**src/hdl/brg_pkg.sv**
```systemverilog
// ----------------------------------------------------------------------------
// brg_pkg: shared types and codes of the resource guard
// Item kinds, status codes and the controller-to-datapath command struct.
// ----------------------------------------------------------------------------
package brg_pkg;

   localparam int KIND_BITS   = 3;
   localparam int STATUS_BITS = 3;
   localparam int FIELD_BITS  = 8;
   localparam int NRES_MAX    = 3;

   localparam logic [KIND_BITS-1:0] KIND_STOCK   = 3'd0;
   localparam logic [KIND_BITS-1:0] KIND_CLAIM   = 3'd1;
   localparam logic [KIND_BITS-1:0] KIND_REQUEST = 3'd2;
   localparam logic [KIND_BITS-1:0] KIND_RELEASE = 3'd3;
   localparam logic [KIND_BITS-1:0] KIND_RETIRE  = 3'd4;

   localparam logic [STATUS_BITS-1:0] ST_OK          = 3'd0;
   localparam logic [STATUS_BITS-1:0] ST_EXCEED_NEED = 3'd1;
   localparam logic [STATUS_BITS-1:0] ST_EXCEED_FREE = 3'd2;
   localparam logic [STATUS_BITS-1:0] ST_UNSAFE      = 3'd3;
   localparam logic [STATUS_BITS-1:0] ST_EXCEED_HELD = 3'd4;

   // Commands from the controller to the datapath.
   typedef struct packed {
      logic load;       // capture the input item
      logic apply;      // apply a simple item (stock, claim, release, retire)
      logic tentative;  // apply a request tentatively and start the check
      logic scan_start; // reset scan index and progress flag, start a pass
      logic scan_step;  // examine one customer
      logic rollback;   // undo a tentative grant
   } cmd_type;

   // Status from the datapath to the controller.
   typedef struct packed {
      logic exceed_need;
      logic exceed_free;
      logic exceed_held;
      logic cust_valid;
      logic last_cust;
      logic progress;
      logic all_done;
   } stat_type;

endpackage

```
**src/hdl/brg_datapath.sv**
```systemverilog
// ----------------------------------------------------------------------------
// brg_datapath: tables and safety-check unit
// Holds free units, held and need tables, and steps the safety scan one
// customer per cycle under controller command.
// ----------------------------------------------------------------------------
module brg_datapath #(
   parameter int CUSTOMERS = 8,
   parameter int RESOURCES = 3,
   parameter int UNIT_BITS = 8
) (
   input  logic                            clock,
   input  logic                            reset,
   input  brg_pkg::cmd_type                cmd,
   output brg_pkg::stat_type               stat,
   input  logic [brg_pkg::KIND_BITS-1:0]   in_kind,
   input  logic [brg_pkg::KIND_BITS-1:0]   in_customer,
   input  logic [brg_pkg::FIELD_BITS-1:0]  in_amount [brg_pkg::NRES_MAX],
   output logic [brg_pkg::FIELD_BITS-1:0]  free_out [brg_pkg::NRES_MAX]
);
   import brg_pkg::*;

   localparam int CB = (CUSTOMERS > 1) ? $clog2(CUSTOMERS) : 1;
   localparam logic [UNIT_BITS-1:0] UMAX = {UNIT_BITS{1'b1}};

   logic [UNIT_BITS-1:0] free_ff [RESOURCES];
   logic [UNIT_BITS-1:0] held_ff [CUSTOMERS][RESOURCES];
   logic [UNIT_BITS-1:0] need_ff [CUSTOMERS][RESOURCES];
   logic [UNIT_BITS-1:0] work_ff [RESOURCES];
   logic [UNIT_BITS-1:0] save_held_ff [RESOURCES];
   logic [UNIT_BITS-1:0] save_need_ff [RESOURCES];
   logic [UNIT_BITS-1:0] save_free_ff [RESOURCES];
   logic [UNIT_BITS-1:0] amt_ff [RESOURCES];
   logic [KIND_BITS-1:0] kind_ff;
   logic [CB-1:0]        cust_ff;
   logic                 cvalid_ff;
   logic [CUSTOMERS-1:0] done_ff;
   logic [CB-1:0]        scan_ff;
   logic                 prog_ff;

   function automatic logic [UNIT_BITS-1:0] sat_add(input logic [UNIT_BITS-1:0] a,
                                                     input logic [UNIT_BITS-1:0] b);
      logic [UNIT_BITS:0] s;
      s = {1'b0, a} + {1'b0, b};
      return s[UNIT_BITS] ? UMAX : s[UNIT_BITS-1:0];
   endfunction

   logic en, eh, ef, fits;
   always_comb begin
      en = 1'b0; ef = 1'b0; eh = 1'b0; fits = 1'b1;
      for (int r = 0; r < RESOURCES; r++) begin
         if (amt_ff[r] > need_ff[cust_ff][r]) en = 1'b1;
         if (amt_ff[r] > free_ff[r]) ef = 1'b1;
         if (amt_ff[r] > held_ff[cust_ff][r]) eh = 1'b1;
         if (need_ff[scan_ff][r] > work_ff[r]) fits = 1'b0;
      end
   end

   logic hit;
   assign hit = cmd.scan_step && !done_ff[scan_ff] && fits;

   assign stat.exceed_need = en;
   assign stat.exceed_free = ef;
   assign stat.exceed_held = eh;
   assign stat.cust_valid  = cvalid_ff;
   assign stat.last_cust   = (32'(scan_ff) == CUSTOMERS - 1);
   assign stat.progress    = prog_ff;
   assign stat.all_done    = &done_ff;

   always_comb begin
      for (int r = 0; r < NRES_MAX; r++) begin
         free_out[r] = '0;
         if (r < RESOURCES) free_out[r] = FIELD_BITS'(free_ff[r]);
      end
   end

   always_ff @(posedge clock) begin
      if (reset) begin
         for (int r = 0; r < RESOURCES; r++) begin
            free_ff[r] <= '0;
            work_ff[r] <= '0;
            for (int c = 0; c < CUSTOMERS; c++) begin
               held_ff[c][r] <= '0;
               need_ff[c][r] <= '0;
            end
         end
         done_ff <= '0;
         scan_ff <= '0;
         prog_ff <= 1'b0;
      end else begin
         if (cmd.load) begin
            kind_ff   <= in_kind;
            cust_ff   <= CB'(in_customer);
            cvalid_ff <= (32'(in_customer) < CUSTOMERS);
            for (int r = 0; r < RESOURCES; r++) amt_ff[r] <= UNIT_BITS'(in_amount[r]);
         end
         if (cmd.apply) begin
            for (int r = 0; r < RESOURCES; r++) begin
               case (kind_ff)
                  KIND_STOCK:   free_ff[r] <= sat_add(free_ff[r], amt_ff[r]);
                  KIND_CLAIM:   need_ff[cust_ff][r] <= amt_ff[r];
                  KIND_RETIRE:  need_ff[cust_ff][r] <= '0;
                  KIND_RELEASE: begin
                     held_ff[cust_ff][r] <= held_ff[cust_ff][r] - amt_ff[r];
                     free_ff[r] <= sat_add(free_ff[r], amt_ff[r]);
                     need_ff[cust_ff][r] <= sat_add(need_ff[cust_ff][r], amt_ff[r]);
                  end
                  default: ;
               endcase
            end
         end
         if (cmd.tentative) begin
            for (int r = 0; r < RESOURCES; r++) begin
               save_held_ff[r] <= held_ff[cust_ff][r];
               save_need_ff[r] <= need_ff[cust_ff][r];
               save_free_ff[r] <= free_ff[r];
               held_ff[cust_ff][r] <= sat_add(held_ff[cust_ff][r], amt_ff[r]);
               need_ff[cust_ff][r] <= need_ff[cust_ff][r] - amt_ff[r];
               free_ff[r] <= free_ff[r] - amt_ff[r];
               work_ff[r] <= free_ff[r] - amt_ff[r];
            end
            done_ff <= '0;
            scan_ff <= '0;
            prog_ff <= 1'b0;
         end
         if (cmd.scan_start) begin
            scan_ff <= '0;
            prog_ff <= 1'b0;
         end
         if (cmd.scan_step) begin
            if (hit) begin
               for (int r = 0; r < RESOURCES; r++)
                  work_ff[r] <= sat_add(work_ff[r], held_ff[scan_ff][r]);
               done_ff[scan_ff] <= 1'b1;
               prog_ff <= 1'b1;
            end
            scan_ff <= scan_ff + CB'(1);
         end
         if (cmd.rollback) begin
            for (int r = 0; r < RESOURCES; r++) begin
               held_ff[cust_ff][r] <= save_held_ff[r];
               need_ff[cust_ff][r] <= save_need_ff[r];
               free_ff[r] <= save_free_ff[r];
            end
         end
      end
   end

endmodule

```
**src/hdl/brg_controller.sv**
```systemverilog
// ----------------------------------------------------------------------------
// brg_controller: sequencer of the resource guard
// Accepts one item, runs checks and the safety scan, and holds the result
// in an output register until it is taken.
// ----------------------------------------------------------------------------
module brg_controller (
   input  logic                              clock,
   input  logic                              reset,
   input  logic                              in_valid,
   output logic                              in_ready,
   input  logic [brg_pkg::KIND_BITS-1:0]     in_kind,
   output logic                              out_valid,
   input  logic                              out_ready,
   output logic                              out_granted,
   output logic [brg_pkg::STATUS_BITS-1:0]   out_status,
   output brg_pkg::cmd_type                  cmd,
   input  brg_pkg::stat_type                 stat
);
   import brg_pkg::*;

   typedef enum logic [2:0] {S_IDLE, S_DECIDE, S_SCAN, S_PASS, S_FINISH, S_DONE}
      state_type;

   state_type            state_ff, state_in;
   logic [KIND_BITS-1:0] kind_ff, kind_in;
   logic                 valid_ff, valid_in;
   logic                 grant_ff, grant_in;
   logic [STATUS_BITS-1:0] status_ff, status_in;

   assign in_ready    = (state_ff == S_IDLE) && !valid_ff;
   assign out_valid   = valid_ff;
   assign out_granted = grant_ff;
   assign out_status  = status_ff;

   always_comb begin
      state_in = state_ff; kind_in = kind_ff; valid_in = valid_ff;
      grant_in = grant_ff; status_in = status_ff;
      cmd = '0;
      if (valid_ff && out_ready) valid_in = 1'b0;
      unique case (state_ff)
         S_IDLE: if (in_valid && in_ready) begin
            cmd.load = 1'b1; kind_in = in_kind; state_in = S_DECIDE;
         end
         S_DECIDE: begin
            grant_in = 1'b0; status_in = ST_OK; state_in = S_DONE;
            if (kind_ff == KIND_STOCK) begin
               cmd.apply = 1'b1; grant_in = 1'b1;
            end else if (stat.cust_valid) begin
               case (kind_ff)
                  KIND_CLAIM, KIND_RETIRE: begin
                     cmd.apply = 1'b1; grant_in = 1'b1;
                  end
                  KIND_RELEASE:
                     if (stat.exceed_held) status_in = ST_EXCEED_HELD;
                     else begin cmd.apply = 1'b1; grant_in = 1'b1; end
                  KIND_REQUEST:
                     if (stat.exceed_need) status_in = ST_EXCEED_NEED;
                     else if (stat.exceed_free) status_in = ST_EXCEED_FREE;
                     else begin cmd.tentative = 1'b1; state_in = S_SCAN; end
                  default: ;
               endcase
            end
         end
         S_SCAN: begin
            cmd.scan_step = 1'b1;
            if (stat.last_cust) state_in = S_PASS;
         end
         S_PASS: begin
            if (stat.all_done || !stat.progress) state_in = S_FINISH;
            else begin cmd.scan_start = 1'b1; state_in = S_SCAN; end
         end
         S_FINISH: begin
            state_in = S_DONE;
            if (stat.all_done) begin grant_in = 1'b1; status_in = ST_OK; end
            else begin cmd.rollback = 1'b1; grant_in = 1'b0; status_in = ST_UNSAFE; end
         end
         S_DONE: begin valid_in = 1'b1; state_in = S_IDLE; end
         default: state_in = S_IDLE;
      endcase
   end

   always_ff @(posedge clock) begin
      if (reset) begin
         state_ff <= S_IDLE; valid_ff <= 1'b0;
      end else begin
         state_ff <= state_in; valid_ff <= valid_in;
      end
      kind_ff <= kind_in; grant_ff <= grant_in; status_ff <= status_in;
   end

endmodule

```
**src/hdl/bankers_resource_guard.sv**
```systemverilog
// ----------------------------------------------------------------------------
// bankers_resource_guard: deadlock-avoiding resource guard
// Banker's safety check over per-customer held and need tables.
// ----------------------------------------------------------------------------
// Items arrive on the req_ stream: tdata carries kind, customer and three
// amounts; each item yields one transfer on the rsp_ stream with granted,
// status and the free units after the item.
// Stock, claim, release, retire and refused items go from the decide state
// straight to the done state, which raises rsp_tvalid. A request that
// reaches the safety check runs 1 to CUSTOMERS scan passes, with a pass
// check after each; the scan examines one customer per cycle. A finish
// state then grants or rolls back before the done state.
// One item is in work at a time; req_tready is low while an item is in
// work or a result waits. A stalled rsp_ side holds the result stable.
// Reset clears free units, all tables and the handshake state at once.
module bankers_resource_guard #(
   parameter int CUSTOMERS = 8,
   parameter int RESOURCES = 3,
   parameter int UNIT_BITS = 8
) (
   input  logic        clock,
   input  logic        reset,
   input  logic        req_tvalid,
   output logic        req_tready,
   // kind[2:0], customer[5:3], amount_0[13:6], amount_1[21:14], amount_2[29:22]
   input  logic [31:0] req_tdata,
   output logic        rsp_tvalid,
   input  logic        rsp_tready,
   // granted[0], status[3:1], free_0[11:4], free_1[19:12], free_2[27:20]
   output logic [31:0] rsp_tdata
);
   import brg_pkg::*;

   cmd_type  cmd;
   stat_type stat;
   logic [FIELD_BITS-1:0] amount [NRES_MAX];
   logic [FIELD_BITS-1:0] free_v [NRES_MAX];
   logic                  granted;
   logic [STATUS_BITS-1:0] status;

   assign amount[0] = req_tdata[13:6];
   assign amount[1] = req_tdata[21:14];
   assign amount[2] = req_tdata[29:22];

   brg_controller u_ctrl (
      .clock, .reset,
      .in_valid(req_tvalid), .in_ready(req_tready), .in_kind(req_tdata[2:0]),
      .out_valid(rsp_tvalid), .out_ready(rsp_tready),
      .out_granted(granted), .out_status(status), .cmd, .stat
   );

   brg_datapath #(.CUSTOMERS(CUSTOMERS), .RESOURCES(RESOURCES), .UNIT_BITS(UNIT_BITS))
   u_dp (
      .clock, .reset, .cmd, .stat,
      .in_kind(req_tdata[2:0]), .in_customer(req_tdata[5:3]),
      .in_amount(amount), .free_out(free_v)
   );

   assign rsp_tdata = {4'b0, free_v[2], free_v[1], free_v[0], status, granted};

endmodule

```
**config.mk**
```make
export PLATFORM = sky130hd
export DESIGN_NAME = bankers_resource_guard
export DESIGN_NICKNAME = d
export VERILOG_FILES = /design/src/hdl/brg_pkg.sv /design/src/hdl/brg_datapath.sv /design/src/hdl/brg_controller.sv /design/src/hdl/bankers_resource_guard.sv
export SDC_FILE = /design/constraint.sdc
export NUM_CORES = 1
export LEC_CHECK = 0
export BUFFER_PORTS_ARGS = -buffer_cell sky130_fd_sc_hd__buf_2
export CAP_MARGIN = 30
export CORE_MARGIN = 2
export CORE_UTILIZATION = 35
export DETAILED_ROUTE_END_ITERATION = 8
export HOLD_SLACK_MARGIN = 0.05
export PLACE_DENSITY_LB_ADDON = 0.05
export SYNTH_ARGS = -nofsm -noshare
export SYNTH_HDL_FRONTEND = slang
export SYNTH_SLANG_ARGS = --single-unit
```
**constraint.sdc**
```tcl
create_clock -name clock -period 7.1 [get_ports clock]
set_input_delay 1.42 -clock clock [delete_from_list [all_inputs] [get_ports clock]]
set_output_delay 1.42 -clock clock [all_outputs]
set_load 0.005 [all_outputs]
```
Word level (Yosys, flattened, before mapping)

Memory sizes are Yosys's and may differ from the RTL's. A register that Yosys moved wholly into a read port is not among the register bits.
Index checks and enable logic that the tools add are counted.

Register bits: 29
Bits in writable memories: 528
Bits of input ports: 36
Output and inout port bits: 34
Word-level logic and storage cells: 282
Memories: 8

Add/subtract/negate cells: 22
Magnitude comparators: 14
Equal/unequal tests: 15
Multiplexer cells: 152
Bitwise gates (word level): 38
Reductions and logical operators: 23

Memory list:

| memory            | words | bits a word | rd ports | clocked after Yosys merged registers in | wr ports | line               | text |
|---|---|---|---|---|---|---|---|
| u_dp.held_ff      | 8     | 24          | 2        | 2                                       | 8        | brg_datapath.sv:26 | `logic [UNIT_BITS-1:0] held_ff [CUSTOMERS][RESOURCES];` |
| u_dp.need_ff      | 8     | 24          | 2        | 2                                       | 8        | brg_datapath.sv:27 | `logic [UNIT_BITS-1:0] need_ff [CUSTOMERS][RESOURCES];` |
| u_dp.amt_ff       | 3     | 8           | 3        | 0                                       | 3        | brg_datapath.sv:32 | `logic [UNIT_BITS-1:0] amt_ff [RESOURCES];` |
| u_dp.free_ff      | 3     | 8           | 3        | 0                                       | 3        | brg_datapath.sv:25 | `logic [UNIT_BITS-1:0] free_ff [RESOURCES];` |
| u_dp.save_free_ff | 3     | 8           | 3        | 0                                       | 3        | brg_datapath.sv:31 | `logic [UNIT_BITS-1:0] save_free_ff [RESOURCES];` |
| u_dp.save_held_ff | 3     | 8           | 3        | 0                                       | 3        | brg_datapath.sv:29 | `logic [UNIT_BITS-1:0] save_held_ff [RESOURCES];` |
| +2 memories       | n/a   | n/a         | n/a      | n/a                                     | n/a      | n/a                |  |

Operator list:

| operator                                           | number |
|---|---|
| 2-to-1 mux 8 bit                                   | 52 |
| adder 8 x 8 -> 9 bit                               | 12 |
| > comparator 8 bit                                 | 12 |
| subtractor 8 bit                                   | 9 |
| 2-to-1 mux 3 bit                                   | 22 |
| 2-to-1 mux 1 bit                                   | 65 |
| 2-to-1 mux 24 bit                                  | 2 |
| OR reduction 24 bit                                | 2 |
| bitwise OR 1 bit                                   | 36 |
| == test 3 x 2 -> 1 bit, second input constant      | 5 |
| == test 3 bit, second input constant               | 5 |
| case mux 3 bit (5 select lines)                    | 1 |
| case mux 3 bit (2 select lines)                    | 2 |
| == test 3 x 1 -> 1 bit, second input constant      | 3 |
| zero test 3 bit                                    | 3 |
| 2-to-1 mux 2 bit                                   | 4 |
| bitwise OR 8 bit                                   | 1 |
| AND reduction 8 bit                                | 1 |
| logical AND 1 bit                                  | 6 |
| AND reduction 2 bit                                | 3 |
| < comparator 3 x 4 -> 1 bit, second input constant | 1 |
| != test 2 bit, second input constant               | 2 |
| case mux 1 bit (2 select lines)                    | 2 |
| nonzero test 2 bit                                 | 2 |
| 9 further kinds                                    | 11 |

Depth between registers and ports, before layout

An unclocked memory read counts as a cell.

Depth after elaboration: 19
Mapped depth: 19

Cells and area by module

A second synthesis with hierarchy kept.

Cells, all modules: 2,832
Area total of the unflattened synthesis: 34,523.1 µm²

By module, submodules not included:

| module                 | times used | cells each | area each (µm²) |
|---|---|---|---|
| brg_datapath           | 1          | 2,767      | 33,852.5 |
| brg_controller         | 1          | 59         | 629.4 |
| bankers_resource_guard | 1          | 6          | 41.3 |

Worst setup path before layout

No wires, ideal clock.

Path kind: register -> register
Start point: register with a tool-made name
End point: memory u_dp.work_ff[2][7] (netlist: u_dp.work_ff[0][23]) (data pin)
Arrival time: 5,631 ps
Slack: 1,332 ps
Stages on the path, launching flop included: 19
Path buffers: 8
Period minus slack after synthesis: 5,768 ps
Cell sequence: dfxtp_1 > clkbuf_1 > clkbuf_1 > buf_1 > mux4_2 > mux2_2 > ha_1 > buf_4 > nor2b_1 > o31a_2 > o31ai_1 > or4_1 > buf_4 > or2_1 > buf_2 > inv_2 > buf_6 > buf_2 > a22o_1

RTL lines:

| item             | line               | text |
|---|---|---|
| end: declaration | brg_datapath.sv:28 | `logic [UNIT_BITS-1:0] work_ff [RESOURCES];` |

==> results.md <==
- Die area: 101000 µm²
- Largest net degree at the start of global routing: 49
- Worst R2R Setup Slack: 1.09 ns
- Most common cell after layout, fill and taps aside: edfxtp_1
- Longest Clk Path Bufs: 3
- PostCTS Resize Cnt: 0
- DRT antenna net count: 0
- Die Y: 318 µm
- Critical Path AT: 6.26 ns
- CTS H-tree depth: 3
- Top cell type's share of synthesized area: 47.1%
- Slew margin rel.: 25.7%
- Core Rows: 115
- Initial Utilization: 35.2%
- Endpoints failing setup: 0
- Worst VDD drop: 0.159 mV
- Vias/cell: 5.95
- Critical path required time: 7.35 ns
- Highest clock rate: 166 MHz
- Synth top area cells: edfxtp_1 (47%), mux4_2 (13%), ha_1 (7.0%)
- FFs w/ async S/R, synth: 0%
- Final min period: 6.01 ns
- Share of layout cells above drive strength 1: 21.6%
- GR Overflow Total: 0
- Clk pwr share: 33.4%
- Port Buffers: 63
- Routed wire per std cell: 31.2 µm
- Ratio of final minimum period to clock period: 84.7%
- Num CTS Buffers: 72
- Sw Ratio: 35.2%
- Clock Latency Late Sink: 0.65 ns
- Drt total wl: 133000 µm
- Status: finished, final reports clean
- Final hold vios: 0
- Internal power: 7.45 mW
- P_sw: 4.04 mW
- CTS Sinks: 563
- First-pass GRT wire length: 188000 µm
- DRC violation count after routing: 0
- Power density cells: 291 nW/µm²
- Area leader, netlist: edfxtp_1
- Avg Inst Size Synth: 12.4 µm²
- Hold_buf cts: 0
- Vias in the first global route: 25200
- Max FO, Critical Path: 24
- Setup TNS: 0 ns
- Post-CTS Setup Bufs: 0
- Commonest cells after routing, fill and taps aside: edfxtp_1 (541), nor2_1 (277), a21oi_1 (249), ha_1 (194), mux4_2 (192)
- Synthesized cell area: 34500 µm²
- Vias: 25400
- GPL Wtd Cong: 0.896
- Commonest register cell after synthesis: edfxtp_1
- Core ar.: 98000 µm²
- Detailed Place HPWL: 94800 µm
- Post-Synthesis Cells: 2791
- Placed cell area: 37100 µm²
- Synth warn: 0
- Die span in x: 318 µm
- Post-synthesis sequential area ratio: 48.4%
- Comb power frac: 31.6%
- Setup crit end kind: flop
- Area Growth Syn to Fin: 14.6%
- Unique masters post-synth: 87
- IO Pins: 70
- Fin. max-slew vios: 0
- CTS tree: done
- RSZ-0062 raised after global routing: false
- Slew @ Worst Pin: 1.11 ns
- Register share of total power: 35.0%
- Detailed Routing Iterations Pass 1: 5
- Yosys reg bits: 563
- Clock skew: 0.0338 ns
- Pwr Total: 11.5 mW
- Critical path startpoint category: flop
- Initial antenna violation count: 2
- Reg clk slew, reported paths: 0.05 ns
- Nets@finish: 3175
- Static leakage: 14.6 nW
- Setup CP Type: flop to flop
- Fin area: 39500 µm²
- Global-route usage over all layers: 26.1%
- Hold WC Path Type: flop to flop
- Root Buffer: clkbuf_16
- Iter 0 DRT Violations: 2755
- Post-synth EDFFs: 541
- Max-Cap Viols: 0
-- sequential cells by signal, summed over array words and instances (netlist names), named ones only --
name and flops:
u_dp.save_free_ff 24, u_dp.scan_ff 3, u_dp.amt_ff 24, u_dp.save_need_ff 24
u_dp.work_ff 24, u_dp.need_ff 192, u_dp.prog_ff 1, u_dp.done_ff 8
u_dp.save_held_ff 24, u_ctrl.out_valid 1, u_ctrl.state_ff 3, u_ctrl.out_granted 1
u_dp.kind_ff 3, u_dp.free_ff 24, u_dp.held_ff 192, u_dp.cust_ff 3
u_ctrl.out_status 3, u_ctrl.kind_ff 3
-- worst paths after layout --
kind | startpoint | to | cells past startpoint
setup / recovery | flop | u_dp.held_ff[3][21]$_SDFFCE_PN0P_ | 16
hold / removal | u_dp.prog_ff$_SDFF_PP0_ | u_dp.prog_ff$_SDFF_PP0_ | 2
setup reg to reg | flop | u_dp.held_ff[3][21]$_SDFFCE_PN0P_ | 16
hold reg to reg | u_dp.prog_ff$_SDFF_PP0_ | u_dp.prog_ff$_SDFF_PP0_ | 2
-- power groups by stage --
stage | clock, mW | combinational (mW) | sequential, mW
2_1_floorplan | 0 | 2.33 | 3.99
3_3_place_gp | 0 | 3.54 | 4.08
3_5_place_dp | 0 | 3.56 | 4.09
4_1_cts | 3.91 | 3.58 | 4.02
5_1_grt | 4.03 | 3.90 | 4.04
6_report | 3.84 | 3.63 | 4.02
-- kinds of logic (layout without fill, tap and decap cells) --
kind of cell / count (synthesis) / count (layout) / synth area share, %
AND/OR/NAND/NOR: 721 / 721 / 10.2
flip-flops: 563 / 563 / 48.4
XOR/XNOR: 77 / 77 / 1.96
other: 1 / 5 / 0.0109
multiplexers: 306 / 306 / 16.2
AO/OA/AOI/OAI: 628 / 628 / 11.7
buffers and inverters: 280 / 468 / 3.27
adder cells (fa/ha/maj): 215 / 215 / 8.26
-- area by class of cell --
| cell class | count | area [µm²] |
|---|---|---|
| clock buffer | 94 | 2010 |
| timing repair buffer | 211 | 1600 |
| fill | 9230 | 58500 |
| antenna | 1 | 2.50 |
| tap | 1287 | 1610 |
| clock inverter | 38 | 433 |
| multi-input combinational | 1951 | 16700 |
| inverter | 125 | 472 |
| sequential | 563 | 16700 |
-- Yosys cell counts (all sizes together) (23+ instances only) --
cell type / count
nor3: 128
and3: 24
edfxtp: 541
mux2i: 31
nand2b: 45
nor2: 278
inv: 125
nand3: 30
buf: 47
o21bai: 23
nand2: 72
a221o: 27
mux2: 83
clkbuf: 108
ha: 194
a21oi: 253
o21ai: 110
o21a: 31
mux4: 192
nor2b: 49
a21o: 25
xnor2: 65
-- metal layers --
metal / share of wire [%] / wire length [µm] / vias to the layer above / track usage (%)
li1: - / - / 11000 / -
met1: 46 / 60900 / 13200 / 37.9
met3: 6.0 / 8010 / 170 / 3.11
met5: 0 / 0 / - / 0
met2: 46 / 60700 / 980 / 41.0
met4: 2.8 / 3670 / 0 / 7.76
-- critical path, cell delays in order, from the launching register on --
cell and delay (ns):
dfxtp_4 0.54, buf_12 0.27, buf_4 0.26, mux4_2 0.51, mux2_2 0.35, ha_1 0.47, o21a_1 0.17, o31a_2 0.19
o32ai_1 0.14, nor4_2 0.57, buf_4 0.27, a31oi_1 0.09, buf_4 0.25, o21ai_2 0.31, nand3_1 0.48, nand2b_1 0.18
buf_4 0.49
-- per-stage QoR --
| step | utilization [%] | setup slack (ns) | hold slack (ns) | std cells |
|---|---|---|---|---|
| 6_report | 40.3 | 1.09 | 0.476 | 4270 |
| 5_1_grt | 40.3 | 0.890 | 0.493 | 4269 |
| 4_1_cts | 40.3 | 1.15 | 0.473 | 4267 |
| 3_5_place_dp | 37.8 | 1.19 | 0.464 | 4135 |
| 3_3_place_gp | 37.8 | 0.841 | 0.457 | 4130 |
| 2_1_floorplan | - | 1.33 | 0.442 | 2794 |
Note: power is estimated with default switching activity, not from simulation.
